**src/bdsd_pkg.sv**
```systemverilog
// Shared types and constants for the bounded deque with search and delete.
// Holds the mode, result status and controller state codes and the
// controller/datapath command and status structs. No dependencies.
package bdsd_pkg;

  localparam int CAPACITY_DEF   = 32;
  localparam int DATA_WIDTH_DEF = 32;

  typedef enum logic [2:0] {
    MODE_PUSH_FRONT = 3'd0,
    MODE_PUSH_BACK  = 3'd1,
    MODE_DUMP_FWD   = 3'd2,
    MODE_DUMP_BWD   = 3'd3,
    MODE_SEARCH     = 3'd4,
    MODE_DELETE     = 3'd5,
    MODE_COUNT      = 3'd6,
    MODE_CLEAR      = 3'd7
  } mode_t;

  typedef enum logic [1:0] {
    STAT_OK        = 2'd0,
    STAT_EMPTY     = 2'd1,
    STAT_NOT_FOUND = 2'd2,
    STAT_FULL      = 2'd3
  } status_t;

  typedef enum logic [3:0] {
    S_IDLE,
    S_DECODE,
    S_RESULT,
    S_DUMP_RD,
    S_DUMP_EMIT,
    S_SCAN_RD,
    S_SCAN_CHK,
    S_SHIFT_RD,
    S_SHIFT_WR
  } state_t;

  typedef enum logic [1:0] {
    ADDR_IDX,
    ADDR_NEXT,
    ADDR_DUMP,
    ADDR_BACK
  } addr_sel_t;

  typedef struct packed {
    logic      load_in;
    logic      push;
    logic      clear;
    logic      idx_clear;
    logic      idx_inc;
    logic      dec_count;
    logic      rd_en;
    logic      wr_shift;
    addr_sel_t addr_sel;
    logic      emit;
    logic      emit_elem;
    logic      emit_last;
    status_t   emit_status;
    logic      emit_found;
  } cmd_t;

  typedef struct packed {
    mode_t mode;
    logic  empty;
    logic  full;
    logic  idx_last;
    logic  match;
    logic  out_free;
  } sts_t;

endpackage

```
**src/bdsd_ram.sv**
```systemverilog
// Generic single-write, single-read RAM with registered read data.
// No dependencies.
module bdsd_ram #(
  parameter int WIDTH = 32,
  parameter int DEPTH = 32
) (
  input  logic                     clk,
  input  logic                     we,
  input  logic [$clog2(DEPTH)-1:0] waddr,
  input  logic [WIDTH-1:0]         wdata,
  input  logic                     re,
  input  logic [$clog2(DEPTH)-1:0] raddr,
  output logic [WIDTH-1:0]         rdata
);

  logic [WIDTH-1:0] mem [DEPTH];

  always_ff @(posedge clk) begin
    if (we) begin
      mem[waddr] <= wdata;
    end
    if (re) begin
      rdata <= mem[raddr];
    end
  end

endmodule

```
**src/bdsd_ctrl.sv**
```systemverilog
// Controller state machine for the bounded deque: sequences each operation
// and drives the datapath through bdsd_pkg::cmd_t. Depends on bdsd_pkg.
module bdsd_ctrl (
  input  logic           clk,
  input  logic           rst,
  input  logic           in_valid,
  output logic           in_stall,
  input  bdsd_pkg::sts_t sts,
  output bdsd_pkg::cmd_t cmd
);

  bdsd_pkg::state_t  state, state_next;
  bdsd_pkg::status_t pend_status, pend_status_next;
  logic              pend_found, pend_found_next;

  always_ff @(posedge clk) begin
    if (rst) begin
      state       <= bdsd_pkg::S_IDLE;
      pend_status <= bdsd_pkg::STAT_OK;
      pend_found  <= 1'b0;
    end else begin
      state       <= state_next;
      pend_status <= pend_status_next;
      pend_found  <= pend_found_next;
    end
  end

  always_comb begin
    state_next       = state;
    pend_status_next = pend_status;
    pend_found_next  = pend_found;
    cmd              = '0;
    in_stall         = 1'b1;
    unique case (state)
      bdsd_pkg::S_IDLE: begin
        in_stall = 1'b0;
        if (in_valid) begin
          cmd.load_in = 1'b1;
          state_next  = bdsd_pkg::S_DECODE;
        end
      end
      bdsd_pkg::S_DECODE: begin
        pend_status_next = bdsd_pkg::STAT_OK;
        pend_found_next  = 1'b0;
        state_next       = bdsd_pkg::S_RESULT;
        unique case (sts.mode)
          bdsd_pkg::MODE_PUSH_FRONT, bdsd_pkg::MODE_PUSH_BACK: begin
            if (sts.full) begin
              pend_status_next = bdsd_pkg::STAT_FULL;
            end else begin
              cmd.push     = 1'b1;
              cmd.addr_sel = bdsd_pkg::ADDR_BACK;
            end
          end
          bdsd_pkg::MODE_DUMP_FWD, bdsd_pkg::MODE_DUMP_BWD: begin
            if (sts.empty) begin
              pend_status_next = bdsd_pkg::STAT_EMPTY;
            end else begin
              cmd.idx_clear = 1'b1;
              state_next    = bdsd_pkg::S_DUMP_RD;
            end
          end
          bdsd_pkg::MODE_SEARCH, bdsd_pkg::MODE_DELETE: begin
            if (sts.empty) begin
              pend_status_next = bdsd_pkg::STAT_EMPTY;
            end else begin
              cmd.idx_clear = 1'b1;
              state_next    = bdsd_pkg::S_SCAN_RD;
            end
          end
          bdsd_pkg::MODE_CLEAR: begin
            cmd.clear = 1'b1;
          end
          default: begin
          end
        endcase
      end
      bdsd_pkg::S_RESULT: begin
        if (sts.out_free) begin
          cmd.emit        = 1'b1;
          cmd.emit_last   = 1'b1;
          cmd.emit_status = pend_status;
          cmd.emit_found  = pend_found;
          state_next      = bdsd_pkg::S_IDLE;
        end
      end
      bdsd_pkg::S_DUMP_RD: begin
        cmd.rd_en    = 1'b1;
        cmd.addr_sel = bdsd_pkg::ADDR_DUMP;
        state_next   = bdsd_pkg::S_DUMP_EMIT;
      end
      bdsd_pkg::S_DUMP_EMIT: begin
        if (sts.out_free) begin
          cmd.emit      = 1'b1;
          cmd.emit_elem = 1'b1;
          cmd.emit_last = sts.idx_last;
          cmd.idx_inc   = 1'b1;
          state_next    = sts.idx_last ? bdsd_pkg::S_IDLE : bdsd_pkg::S_DUMP_RD;
        end
      end
      bdsd_pkg::S_SCAN_RD: begin
        cmd.rd_en    = 1'b1;
        cmd.addr_sel = bdsd_pkg::ADDR_IDX;
        state_next   = bdsd_pkg::S_SCAN_CHK;
      end
      bdsd_pkg::S_SCAN_CHK: begin
        if (sts.match) begin
          if (sts.mode == bdsd_pkg::MODE_SEARCH) begin
            pend_status_next = bdsd_pkg::STAT_OK;
            pend_found_next  = 1'b1;
            state_next       = bdsd_pkg::S_RESULT;
          end else begin
            state_next = bdsd_pkg::S_SHIFT_RD;
          end
        end else if (sts.idx_last) begin
          pend_status_next = bdsd_pkg::STAT_NOT_FOUND;
          pend_found_next  = 1'b0;
          state_next       = bdsd_pkg::S_RESULT;
        end else begin
          cmd.idx_inc = 1'b1;
          state_next  = bdsd_pkg::S_SCAN_RD;
        end
      end
      bdsd_pkg::S_SHIFT_RD: begin
        if (sts.idx_last) begin
          cmd.dec_count    = 1'b1;
          pend_status_next = bdsd_pkg::STAT_OK;
          pend_found_next  = 1'b0;
          state_next       = bdsd_pkg::S_RESULT;
        end else begin
          cmd.rd_en    = 1'b1;
          cmd.addr_sel = bdsd_pkg::ADDR_NEXT;
          state_next   = bdsd_pkg::S_SHIFT_WR;
        end
      end
      bdsd_pkg::S_SHIFT_WR: begin
        cmd.wr_shift = 1'b1;
        cmd.addr_sel = bdsd_pkg::ADDR_IDX;
        cmd.idx_inc  = 1'b1;
        state_next   = bdsd_pkg::S_SHIFT_RD;
      end
      default: begin
        state_next = bdsd_pkg::S_IDLE;
      end
    endcase
  end

endmodule

```
**src/bdsd_dp.sv**
```systemverilog
// Datapath for the bounded deque: ring front pointer, element count, walk index,
// element RAM and the result register. Depends on bdsd_pkg and bdsd_ram.
module bdsd_dp #(
  parameter int CAPACITY   = bdsd_pkg::CAPACITY_DEF,
  parameter int DATA_WIDTH = bdsd_pkg::DATA_WIDTH_DEF
) (
  input  logic                clk,
  input  logic                rst,
  input  bdsd_pkg::cmd_t      cmd,
  output bdsd_pkg::sts_t      sts,
  input  logic [2:0]          mode,
  input  logic signed [31:0]  value,
  output logic                out_valid,
  input  logic                out_stall,
  output logic [1:0]          status,
  output logic                found,
  output logic signed [31:0]  element_value,
  output logic [5:0]          element_count,
  output logic                last
);

  localparam int IDX_W = $clog2(CAPACITY);
  localparam int CNT_W = $clog2(CAPACITY + 1);
  localparam int POS_W = IDX_W + 1;

  bdsd_pkg::mode_t       mode_r;
  logic [DATA_WIDTH-1:0] value_r;
  logic [IDX_W-1:0]      front;
  logic [CNT_W-1:0]      count;
  logic [CNT_W-1:0]      idx;

  logic [CNT_W-1:0]      off;
  logic [POS_W-1:0]      pos_sum;
  logic [IDX_W-1:0]      pos;
  logic [IDX_W-1:0]      front_dec;
  logic [IDX_W-1:0]      waddr;
  logic [DATA_WIDTH-1:0] wdata;
  logic                  we;
  logic [DATA_WIDTH-1:0] rdata;
  logic                  empty;
  logic                  out_free;

  assign empty    = (count == '0);
  assign out_free = !out_valid || !out_stall;

  always_comb begin
    unique case (cmd.addr_sel)
      bdsd_pkg::ADDR_IDX:  off = idx;
      bdsd_pkg::ADDR_NEXT: off = idx + CNT_W'(1);
      bdsd_pkg::ADDR_DUMP: off = (mode_r == bdsd_pkg::MODE_DUMP_BWD) ?
                                 count - CNT_W'(1) - idx : idx;
      default:             off = count;
    endcase
    pos_sum = POS_W'(front) + POS_W'(off);
    if (pos_sum >= POS_W'(CAPACITY)) begin
      pos_sum = pos_sum - POS_W'(CAPACITY);
    end
    pos = pos_sum[IDX_W-1:0];
  end

  assign front_dec = empty ? '0 :
                     (front == '0) ? IDX_W'(CAPACITY - 1) : front - IDX_W'(1);

  always_comb begin
    we    = cmd.push || cmd.wr_shift;
    wdata = cmd.push ? value_r : rdata;
    if (cmd.push && mode_r == bdsd_pkg::MODE_PUSH_FRONT) begin
      waddr = front_dec;
    end else if (cmd.push && empty) begin
      waddr = '0;
    end else begin
      waddr = pos;
    end
  end

  bdsd_ram #(
    .WIDTH (DATA_WIDTH),
    .DEPTH (CAPACITY)
  ) u_ram (
    .clk   (clk),
    .we    (we),
    .waddr (waddr),
    .wdata (wdata),
    .re    (cmd.rd_en),
    .raddr (pos),
    .rdata (rdata)
  );

  always_ff @(posedge clk) begin
    if (cmd.load_in) begin
      mode_r  <= bdsd_pkg::mode_t'(mode);
      value_r <= DATA_WIDTH'(value);
    end
  end

  always_ff @(posedge clk) begin
    if (rst) begin
      front <= '0;
      count <= '0;
      idx   <= '0;
    end else begin
      if (cmd.clear) begin
        front <= '0;
        count <= '0;
      end else if (cmd.push) begin
        front <= (mode_r == bdsd_pkg::MODE_PUSH_FRONT) ? front_dec :
                 (empty ? '0 : front);
        count <= count + CNT_W'(1);
      end else if (cmd.dec_count) begin
        count <= count - CNT_W'(1);
      end
      if (cmd.idx_clear) begin
        idx <= '0;
      end else if (cmd.idx_inc) begin
        idx <= idx + CNT_W'(1);
      end
    end
  end

  always_ff @(posedge clk) begin
    if (rst) begin
      out_valid <= 1'b0;
    end else if (cmd.emit) begin
      out_valid <= 1'b1;
    end else if (!out_stall) begin
      out_valid <= 1'b0;
    end
  end

  always_ff @(posedge clk) begin
    if (cmd.emit) begin
      status        <= cmd.emit_status;
      found         <= cmd.emit_found;
      element_value <= cmd.emit_elem ? 32'($signed(rdata)) : '0;
      element_count <= 6'(count);
      last          <= cmd.emit_last;
    end
  end

  assign sts.mode     = mode_r;
  assign sts.empty    = empty;
  assign sts.full     = (count >= CNT_W'(CAPACITY));
  assign sts.idx_last = ((idx + CNT_W'(1)) == count);
  assign sts.match    = (rdata == value_r);
  assign sts.out_free = out_free;

endmodule

```
**src/bounded_deque_search_delete_top.sv**
```systemverilog
// Bounded deque of signed values with search and order-keeping delete.
// Input beat: mode + value on in_valid/in_stall. Output beat: status, found,
// element_value, element_count, last on out_valid/out_stall.
// One item is worked at a time; in_stall stays high until the item's last
// result beat is loaded into the output register.
// Steps per item:
//   push, count, clear, empty cases: decode, then the result beat.
//   search: one registered RAM read and a compare per element visited.
//   delete: search walk, then a read and a write per element moved to close the
//   gap, then the count drops and the result beat follows.
//   dump: per element, a registered RAM read and then its beat.
// The single element RAM port pair makes every walk step a registered read, then its use.
// An insert into a full list gives status full and leaves the list alone.
// Reset (rst, synchronous) empties the list and drops any pending beat; no
// clearing pass is run, stored values are only read while live.
// A stalled output holds its beat; a dump walk or result step waits until the beat is taken.
// Depends on bdsd_pkg, bdsd_ctrl, bdsd_dp, bdsd_ram.
module bounded_deque_search_delete_top #(
  parameter int CAPACITY   = bdsd_pkg::CAPACITY_DEF,
  parameter int DATA_WIDTH = bdsd_pkg::DATA_WIDTH_DEF
) (
  input  logic               clk,
  input  logic               rst,
  input  logic               in_valid,
  output logic               in_stall,
  input  logic [2:0]         mode,
  input  logic signed [31:0] value,
  output logic               out_valid,
  input  logic               out_stall,
  output logic [1:0]         status,
  output logic               found,
  output logic signed [31:0] element_value,
  output logic [5:0]         element_count,
  output logic               last
);

  bdsd_pkg::cmd_t cmd;
  bdsd_pkg::sts_t sts;

  bdsd_ctrl u_ctrl (
    .clk      (clk),
    .rst      (rst),
    .in_valid (in_valid),
    .in_stall (in_stall),
    .sts      (sts),
    .cmd      (cmd)
  );

  bdsd_dp #(
    .CAPACITY   (CAPACITY),
    .DATA_WIDTH (DATA_WIDTH)
  ) u_dp (
    .clk           (clk),
    .rst           (rst),
    .cmd           (cmd),
    .sts           (sts),
    .mode          (mode),
    .value         (value),
    .out_valid     (out_valid),
    .out_stall     (out_stall),
    .status        (status),
    .found         (found),
    .element_value (element_value),
    .element_count (element_count),
    .last          (last)
  );

endmodule

```
**config.mk**
```make
export PLATFORM = sky130hd
export DESIGN_NAME = bounded_deque_search_delete_top
export DESIGN_NICKNAME = d
export VERILOG_FILES = /design/src/bdsd_pkg.sv /design/src/bdsd_ram.sv /design/src/bdsd_ctrl.sv /design/src/bdsd_dp.sv /design/src/bounded_deque_search_delete_top.sv
export SDC_FILE = /design/constraint.sdc
export NUM_CORES = 1
export LEC_CHECK = 0
export BUFFER_PORTS_ARGS = -buffer_cell sky130_fd_sc_hd__buf_4
export CAP_MARGIN = 40
export CORE_MARGIN = 4
export CORE_UTILIZATION = 24
export CTS_CLUSTER_SIZE = 10
export DETAILED_ROUTE_END_ITERATION = 6
export GPL_ROUTABILITY_DRIVEN = 1
export SLEW_MARGIN = 25
export SYNTH_ARGS = -nofsm -noshare
export SYNTH_HDL_FRONTEND = slang
export SYNTH_SLANG_ARGS = --single-unit
```
**constraint.sdc**
```tcl
create_clock -name clk -period 19.7 [get_ports clk]
set_input_delay 2.955 -clock clk [delete_from_list [all_inputs] [get_ports clk]]
set_output_delay 2.955 -clock clk [all_outputs]
set_load 0.01 [all_outputs]
```
## Word level (Yosys, flattened, before mapping)

Memories as Yosys holds them, arrays and structs flattened. A register that Yosys moved wholly into a read port is not among the register bits.
Cells that the tools add are included.

| storage, ports and cells | value |
|---|---|
| word-level logic and storage cells | 141 |
| input bits | 39 |
| register bits | 102 |
| bits in writable memories | 1024 |
| memories | 1 |
| output and inout bits | 44 |

Memory list:

| name | words | bits a word | rd ports | clocked after Yosys merged registers in | write ports | RTL line | RTL |
|---|---|---|---|---|---|---|---|
| u_dp.u_ram.mem | 32 | 32 | 1 | 1 | 1 | bdsd_ram.sv:16 | `logic [WIDTH-1:0] mem [DEPTH];` |

| cells by class | value |
|---|---|
| reductions and logical operators | 26 |
| add/subtract/negate cells | 7 |
| muxes and demuxes | 66 |
| $lt $le $gt $ge | 2 |
| equality and inequality tests | 25 |

Operator list:

| kind | number |
|---|---|
| one-hot mux 4 bit (9 select lines) | 1 |
| 2-to-1 mux 5 bit | 7 |
| equality test 32 bit | 1 |
| 2-to-1 mux 32 bit | 1 |
| 2-to-1 mux 1 bit | 25 |
| 2-to-1 mux 4 bit | 6 |
| 2-to-1 mux 6 bit | 3 |
| one-hot mux 6 bit (3 select lines) | 1 |
| equality test 4 x 3 -> 1 bit (second input constant) | 4 |
| 2-to-1 mux 2 bit | 8 |
| 2-to-1 mux 3 bit | 5 |
| adder 6 x 1 -> 6 bit (second input constant) | 2 |
| greater-or-equal comparator 6 bit (second input constant) | 2 |
| one-hot mux 2 bit (3 select lines) | 2 |
| OR reduction 2 bit | 6 |
| subtractor 5 x 1 -> 5 bit (second input constant) | 2 |
| equality test 3 bit (second input constant) | 3 |
| equality test 4 x 2 -> 1 bit (second input constant) | 2 |
| != test 2 x 1 -> 1 bit (second input constant) | 4 |
| one-hot mux 4 bit (2 select lines) | 1 |
| adder 5 x 6 -> 6 bit | 1 |
| equality test 3 x 2 -> 1 bit (second input constant) | 2 |
| equality test 6 bit | 1 |
| logical NOT 6 bit | 1 |
| 25 further kinds | 35 |

## Logic depth before layout (Yosys ltp)

Gate-level depths: netlist of the first run.

| logic depth | value |
|---|---|
| depth in word-level cells | 11 |
| gate-level depth with buffers | 23 |
| depth with buffers taken out | 20 |

## Hierarchy

Synthesis of the first run repeated with hierarchy kept, for this count alone.

| second synthesis, totals | value |
|---|---|
| cell total of the unflattened synthesis | 2789 |
| area, all modules | 46579.7 µm² |

Modules (own cells, without submodules):

| module | sequential area each (µm²) | area an instance (µm²) | cells an instance | instances |
|---|---|---|---|---|
| bdsd_ram | 31710.4 | 40812.9 | 2260 | 1 |
| bdsd_dp | 2672.6 | 5017.3 | 425 | 1 |
| bdsd_ctrl | 140.1 | 749.5 | 104 | 1 |

## Worst setup path after synthesis of the first run

Ideal clock, no wire load.

| timing path | value |
|---|---|
| kind | register to register |
| from | reg u_dp.count[5] |
| to | mem u_dp.u_ram.mem[5][0], enable pin |
| required time | 19239 ps |
| arrival time | 6560 ps |
| cell stages (with the launch flop) | 20 |
| clock period less this slack | 7021 ps |
| setup slack | 12679 ps |
| cell sequence | dfxtp_1 > buf_2 > xnor2_1 > or4_1 > a21oi_1 > buf_2 > nor2_1 > nor2_1 > a211oi_1 > a21oi_1 > ha_1 > inv_1 > fa_1 > xnor2_1 > buf_1 > clkbuf_1 > a22oi_1 > nor2b_1 > nand2_1 > nor3_1 |

| between the ends | value |
|---|---|
| word-level cells in the longest chain between the ends | 11 |

Ends and longest elaborated chain:

| element | RTL line | RTL |
|---|---|---|
| start, declared | bdsd_dp.sv:29 | `logic [CNT_W-1:0] count;` |
| start signal, assigned | bdsd_dp.sv:108 | `count <= count + CNT_W'(1);` |
| start signal, assigned | bdsd_dp.sv:110 | `count <= count - CNT_W'(1);` |
| branches (longest 11 deep; another with subtractor 6 x 1 -> 6 bit) | -- |  |
| end, declared | bdsd_ram.sv:16 |  |

Several ways; the timed one is not identified.

## Worst setup path after layout of the first run

| timing path | value |
|---|---|
| from | reg u_dp.idx[0] |
| to | reg u_dp.u_ram.rdata[8], read port of u_dp.u_ram.mem, data pin |

| between the ends | value |
|---|---|
| word-level cells in the longest chain between the ends | 9 |

Ends and longest elaborated chain:

| element | RTL line | RTL |
|---|---|---|
| start, declared | bdsd_dp.sv:30 | `logic [CNT_W-1:0] idx;` |
| start signal, assigned | bdsd_dp.sv:115 | `idx <= idx + CNT_W'(1);` |
| adder 6 x 1 -> 6 bit | bdsd_dp.sv:49, bdsd_dp.sv:143 |  |
| equality test 6 bit | bdsd_dp.sv:143 | `assign sts.idx_last = ((idx + CNT_W'(1)) == count);` |
| 2-to-1 mux 1 bit | bdsd_ctrl.sv:125 | `if (sts.idx_last) begin` |
| one-hot mux 2 bit (3 select lines) | bdsd_ctrl.sv:34 | `unique case (state)` |
| equality test 2 bit, or another cell as far along | bdsd_dp.sv:47 | `unique case (cmd.addr_sel)` |
| one-hot mux 6 bit (3 select lines) | bdsd_dp.sv:47 |  |
| adder 5 x 6 -> 6 bit | bdsd_dp.sv:54 | `pos_sum = POS_W'(front) + POS_W'(off);` |
| subtractor 5 x 1 -> 5 bit / greater-or-equal comparator 6 bit (equally long branches) | bdsd_dp.sv:56, bdsd_dp.sv:55 |  |
| 2-to-1 mux 5 bit | bdsd_dp.sv:55 | `if (pos_sum >= POS_W'(CAPACITY)) begin` |
| end, declared | bdsd_ram.sv:13 | `output logic [WIDTH-1:0] rdata` |

Several ways; a longest one is shown, not always the timed one.
A chain may end at the register's enable or synchronous reset.

==> results of run 1 <==
[state kept, by name, indices dropped and copies added (netlist names)]
signal,count
u_dp.element_value,32
u_dp.found,1
u_ctrl.pend_found,1
u_dp.idx,6
u_dp.mode_r,3
u_dp.element_count,6
u_dp.value_r,32
u_dp.out_valid,1
u_dp.u_ram.mem,1024
u_dp.u_ram.rdata,32
u_dp.front,5
u_dp.status,2
u_dp.count,6
u_dp.last,1
u_ctrl.pend_status,2
u_ctrl.state,4
[placed cells by master (no fill, tap or decap), types with 31 or more instances in the layout]
master,n
mux4_2,320
clkbuf_16,136
nor2_1,37
mux2_2,31
buf_8,31
edfxtp_1,1133
buf_4,147
xor2_1,41
nand2_1,141
and2_1,37
[synthesized netlist by cell type, drive strengths merged, types with 8 or more instances]
library cell | number | area (µm²)
nor4 | 10 | 62.56
nand2b | 8 | 50.05
xor2 | 42 | 367.9
and2 | 40 | 250.2
clkbuf | 74 | 277.8
xnor2 | 13 | 113.9
nor3 | 31 | 155.2
dfxtp | 25 | 500.5
o21ai | 17 | 85.08
nor2 | 39 | 146.4
buf | 33 | 166.4
inv | 16 | 60.06
mux2 | 33 | 371.6
nand2 | 142 | 533.0
mux4 | 320 | 7207
edfxtp | 1133 | 34020
ha | 16 | 200.2
a21oi | 46 | 234.0
[per-layer routing]
metal | vias up | global-route usage | part of all wire
li1 | 9180 | - | -
met4 | 0 | 0.03918 | 0.030
met2 | 907 | 0.2104 | 0.53
met5 | - | 0 | 0
met1 | 11920 | 0.1427 | 0.38
met3 | 194 | 0.02372 | 0.060
[final cells by class]
type                    count  area, µm²  share of cell area
well taps                2495       3122             0.05769
clock inverters            16      214.0            0.003954
multi-input cells         847      10870              0.2008
repair buffers            194       1898             0.03507
flip-flops and latches   1158      34520              0.6379
clock buffers             144       3433             0.06344
inverters                  16      60.06            0.001110
[power breakdown]
part / internal [µW] / total [µW] / switching [µW]
sequential: 2720 / 2740 / 15.6
clock: 1270 / 2170 / 909
combinational: 140 / 298 / 158
total: 4130 / 5210 / 1080
[worst max path at each step]
stage	endpoint	slack, ps
finish	u_dp.u_ram.rdata[8]	13010
global route	u_dp.u_ram.rdata[16]	12620
CTS	u_dp.u_ram.rdata[8]	12790
detailed placement	u_dp.u_ram.rdata[8]	12830
global placement	u_dp.u_ram.rdata[16]	12650
floorplan	u_dp.u_ram.mem[5][0]	12680
[worst register-to-register path, delay by kind of cell (launching register included)]
family	cells	cell delay, ps
fa+ha+maj	3	1750
buf+inv	5	1710
mux	3	1170
compound gates	5	880
flops	1	460
simple gates	2	340
xor+xnor	1	110
[kinds of logic after synthesis]
kind of cell	share of synthesized area
flip-flops	0.7582
AO/OA/AOI/OAI	0.01484
adder cells (fa/ha/maj)	0.005276
XOR/XNOR	0.01058
multiplexers	0.1675
buffers and inverters	0.01107
AND/OR/NAND/NOR	0.03251
[per-stage QoR]
| step | cell area, µm² | util | std cells |
|---|---|---|---|
| finish | 54120 | 0.2875 | 4870 |
| global route | 54120 | 0.2875 | 4870 |
| CTS | 53690 | 0.2853 | 4844 |
| detailed placement | 50040 | 0.2659 | 4684 |
| global placement | 49720 | 0.2642 | 4666 |
| floorplan | 45530 | - | 2128 |
==> summary.txt, run 1 <==
STA
  • Hold Worst Slack: 489.9 ps
  • Share of the clock period used by the worst path: 0.3395
  • Final setup margin: 13010 ps
  • Clock Skews: 28.29 ps
  • Slew of the pin with the lowest slew margin: 913.0 ps
  • Unrepaired setup endpoints after global routing: no
  • Setup Total Neg Slack: 0 ps
  • Final count of pins violating max slew: 0
  • Maximum frequency from static timing analysis: 0.1495 GHz
  • Headroom to the max-slew limit: 0.3913
  • Tmin final: 6687 ps
  • Final setup violation count: 0
  • Hold Vio Cnt, Final: 0

Floorplan
  • Core ar.: 188200 µm²
  • Die height: 443.6 µm
  • Row cnt: 159
  • I/O pin count: 83
  • Starting density of the core: 0.2419
  • Area of the die: 196800 µm²
  • Die X-Extent: 443.6 µm

Logic synthesis
  • Post-Syn Nets: 2185
  • Number of distinct library cells after synthesis: 62
  • Synth warnings: 0
  • Async set-reset flop share out of synthesis: 0
  • Post-synth top flop: edfxtp_1
  • Sequential fraction of the synthesis area: 0.7582
  • Netlist area before placement: 45530 µm²
  • Instance count of the mapped netlist: 2128
  • Number of synthesized flops with an enable pin: 1133
  • Post-synthesis register bit count: 1158
  • Synthesized area per cell: 21.40 µm²

Drt
  • Detailed Routing Iterations Pass 1: 7
  • Remaining routing DRC violations: 0
  • Number of design-rule violations left by the first detailed-router iteration: 2249
  • Vias after detailed routing: 22200
  • Mean routed wirelength per cell: 24.25 µm
  • Vias per cell: 4.558
  • Antenna violation net count after detailed routing: 0
  • Routed WL: 118100 µm

Power
  • Leakage power: 0.01679 µW
  • Maximum ir drop on the vdd rail: 69.41 µV
  • Power per unit of standard cell area: 96.34 nW/µm²
  • Power Total: 5213 µW

Final layout
  • Final Net Count: 2409
  • Synth-to-Final Area Change: 18.85%
  • Share of post-route cells with drive strength above 1: 0.3149
  • Antenna cell count: 0
  • Number of filler instances in the final layout: 18360

Worst setup path
  • Nature of the critical path startpoint: flop
  • Critical register-to-register path endpoint: u_dp.u_ram.rdata[8]
  • R2r setup slk: 13010 ps
  • Buffers and inverters on the worst path: 5
  • WP data arrival: 7150 ps
  • Start of the worst register-to-register path: u_dp.idx[0]
  • Total number of cells along the worst setup path: 19
  • Data required time at the worst endpoint: 20170 ps
  • Critical path fanouts, max: 72
  • Category of the most critical setup path: flop to flop
  • Cell class contributing the biggest share of worst-path delay: adder cells
  • Biggest cell delay along the critical path: 1240 ps
  • Cell breakdown of the critical path: ha_1 -> xor2_1 -> o2111ai_1 -> o2111ai_1 -> a21oi_1 -> buf_4 -> nor2_1 -> nor2_1 -> a211oi_1 -> a21oi_1 -> ha_4 -> inv_1 -> fa_4 -> buf_6 -> buf_4 -> buf_16 -> mux4_2 -> mux4_2 -> mux2_2
  • CP max stage cell: fa_4
  • Endpoint class of the critical path: flop
  • Depth of the most critical reg-to-reg path: 19
  • Critical path launch point: u_dp.idx[0]

Min path
  • Worst Hold End: u_ctrl.pend_found
  • Hold path start: u_ctrl.pend_found
  • Number of cells on the worst hold path: 2
  • Hold crit path type: flop to flop

Clocking
  • Register clock-pin slew on the reported worst setup and hold paths: 60 ps
  • Clock sink total: 1158
  • Number of buffers on the longest clock path: 3
  • Count of hold-fix buffers inserted at cts: 0
  • Total setup buffers inserted after CTS: 0
  • TritonCTS Buffers: 135
  • Worst-Skew Late Latency: 740 ps
  • Root buffer selected by CTS: clkbuf_16
  • H-tree depth reported by CTS: 4
  • CTS tree: built
  • Post-cts gate resize count: 0

Global route
  • First-pass GRT wire length: 168200 µm
  • All-Layer GR Usage: 0.1181
  • Maximum number of pins on one net before global-route repair: 118
  • Number of antenna violations at the first check in global routing: 0
  • Overall overflow remaining after global route: 0
  • Vias in the first global route: 22810

Place
  • Setup WS pre-CTS: 12830 ps
  • Weighted congestion at the end of routability-driven global placement: 0.7799
  • Number of buffers added on ports: 82
  • Detailed placement HPWL: 64830 µm

Status
  • Result of the run: completed

Job
  • Max Cap Violations: 0
(Power assumes the default switching activity.)
==> run 2, diff against run 1 <==
clock period = 6.54 ns   (was 19.7 ns; I/O delays follow)
==> summary.txt, run 2 (synthesized netlist as in run 1, its figures left out) <==
Clocking
  • H-tree depth reported by CTS: 4 (unchanged)
  • Root buffer selected by CTS: clkbuf_16
  • Post-cts gate resize count: 0 (unchanged)
  • Worst-Skew Late Latency: 750 ps (about the same)
  • Number of buffers on the longest clock path: 3 (unchanged)
  • Count of hold-fix buffers inserted at cts: 0 (unchanged)
  • Clock sink total: 1158 (unchanged)
  • Register clock-pin slew on the reported worst setup and hold paths: 60 ps (about the same)
  • TritonCTS Buffers: 135 (unchanged)
  • Total setup buffers inserted after CTS: 0 (unchanged)
  • CTS tree: built

Final layout
  • Number of filler instances in the final layout: 18300 (-0.29%)
  • Number of cells in the finished layout apart from fillers: 4886 (+0.33%)
  • Commonest non-fill, non-tap cells in the layout: edfxtp_1, mux4_2, nand2_1, clkbuf_16, buf_4
  • Storage cell area: 34520 µm² (unchanged)
  • Commonest non-fill, non-tap cell in the layout: edfxtp_1
  • Largest reg by FF count: u_dp.u_ram.mem
  • Final Net Count: 2406 (-0.12%)
  • Antenna cell count: 0 (unchanged)
  • Share of the core filled with cells: 0.2893 (+0.001802)
  • Share of post-route cells with drive strength above 1: 0.3128 (-0.002108)
  • Largest register FFs: 1024 (unchanged)
  • Area of the multi-input gates: 10960 µm² (+0.91%)
  • Synth-to-Final Area Change: 19.59%

STA
  • Unrepaired setup endpoints after global routing: no
  • Hold Worst Slack: 401.7 ps (-88.18 ps)
  • Clock Skews: 26.90 ps (-1.392 ps)
  • Tmin final: 5958 ps (-728.9 ps)
  • Final count of pins violating max slew: 0 (unchanged)
  • Final setup margin: 581.6 ps (-12430 ps)
  • Final setup violation count: 0 (unchanged)
  • Maximum frequency from static timing analysis: 0.1678 GHz (+12%)
  • Hold Vio Cnt, Final: 0 (unchanged)
  • Share of the clock period used by the worst path: 0.9111 (+0.5716)
  • Headroom to the max-slew limit: 0.3943 (+0.003004)
  • Slew of the pin with the lowest slew margin: 900.2 ps (-12.81 ps)

Power
  • Leakage power: 0.01676 µW (-0.20%)
  • Power per unit of standard cell area: 291.4 nW/µm² (+200%)
  • Power Total: 15870 µW (+200%)
  • Maximum ir drop on the vdd rail: 278.3 µV (+300%)

Global route
  • First-pass GRT wire length: 165100 µm (-1.8%)
  • Maximum number of pins on one net before global-route repair: 95 (-19%)
  • Number of antenna violations at the first check in global routing: 0 (unchanged)
  • All-Layer GR Usage: 0.1145 (-0.003654)
  • Vias in the first global route: 23000 (+0.81%)
  • Overall overflow remaining after global route: 0 (unchanged)

Worst setup path
  • Critical path fanouts, max: 17 (-76%)
  • Start of the worst register-to-register path: u_dp.idx[0]
  • WP data arrival: 6390 ps (-760 ps)
  • Nature of the critical path startpoint: flop
  • Critical path launch point: u_dp.idx[0]
  • Data required time at the worst endpoint: 6970 ps (-13200 ps)
  • Category of the most critical setup path: flop to flop
  • Endpoint class of the critical path: flop

Place
  • Weighted congestion at the end of routability-driven global placement: 0.8024 (+2.9%)
  • Setup WS pre-CTS: 638.6 ps (-12190 ps)
  • Detailed placement HPWL: 66610 µm (+2.7%)
  • Inst Count DP: 4702 (+0.38%)
  • Number of buffers added on ports: 82 (unchanged)

Drt
  • Antenna violation net count after detailed routing: 0 (unchanged)
  • Vias after detailed routing: 21870 (-1.5%)
  • Remaining routing DRC violations: 0 (unchanged)
  • Number of design-rule violations left by the first detailed-router iteration: 2136 (-5.0%)
  • Vias per cell: 4.476 (-1.8%)
  • Mean routed wirelength per cell: 23.13 µm (-4.6%)
  • Routed WL: 113000 µm (-4.3%)
  • Detailed Routing Iterations Pass 1: 5 (-2)

Floorplan
  • Starting density of the core: 0.2419 (unchanged)
  • Die X-Extent: 443.6 µm (unchanged)
  • Area of the die: 196800 µm² (unchanged)
  • Row cnt: 159 (unchanged)
  • I/O pin count: 83 (unchanged)
  • Die height: 443.6 µm (unchanged)
  • Core ar.: 188200 µm² (unchanged)

Min path
  • Hold crit path type: input port to flop
  • Hold path start: value[2]

Status
  • Result of the run: completed

Job
  • Max Cap Violations: 0 (unchanged)
run 2: cell types whose count changed in the layout (fill, tap and decap cells not counted), sizes merged:
| cell | before | now |
|---|---|---|
| inv | 26 | 21 |
| clkbuf | 144 | 164 |
| clkinv | 3 | 9 |
| buf | 194 | 190 |
| clkdlybuf4s15 | 0 | 1 |
| bufinv | 3 | 1 |
run 2: worst max-delay path, stage by stage, from the launching register on:
cell and delay [ps]:
dfxtp_1 480, ha_1 350, nand3_1 210, nor2_1 150, o2111ai_1 110, a21oi_1 300
nor2_1 170, nor2_1 230, a211oi_1 120, a21oi_1 220, ha_4 170, inv_1 50
fa_4 490, inv_1 70, a21o_1 100, a21oi_1 70, xor2_1 240, or4_1 610
and3_2 360, buf_16 220, a21oi_4 650, buf_12 260
run 2: final timing paths:
kind / to / slack, ps / depth (start not counted)
setup / recovery: u_dp.u_ram.mem[16][12] / 580 / 21
hold / removal: u_dp.value_r[2] / 400 / 1
setup reg to reg: u_dp.u_ram.mem[16][12] / 580 / 21
hold reg to reg: u_ctrl.pend_found / 500 / 2
run 2: per-layer routing:
layer,global-route usage,up-vias,share of wire
met5,0,-,0
li1,-,9215,-
met1,0.1451,11770,0.40
met3,0.02297,177,0.056
met4,0.04155,0,0.033
met2,0.1944,705,0.51
run 2: layout make-up:
cell class | count | share of cell area
timing repair buffer | 191 | 0.03658
clock buffer | 164 | 0.06521
inverter | 16 | 0.001103
clock inverter | 15 | 0.004458
multi-input combinational | 847 | 0.2013
tap | 2495 | 0.05733
sequential | 1158 | 0.6340
run 2: metrics by stage:
step                      instance area, µm²  TNS, ps
after floorplan                        45610    -6562
after global placement                 50150        0
after detailed placement               50580        0
after CTS                              54370        0
after global routing                   54450        0
final                                  54450        0
run 2: where the power goes:
group | internal, µW | switching, µW | leakage (µW)
sequential | 8210 | 40.4 | 0.0104
combinational | 426 | 511 | 0.00447
clock | 3850 | 2830 | 0.00184
total | 12500 | 3380 | 0.0168
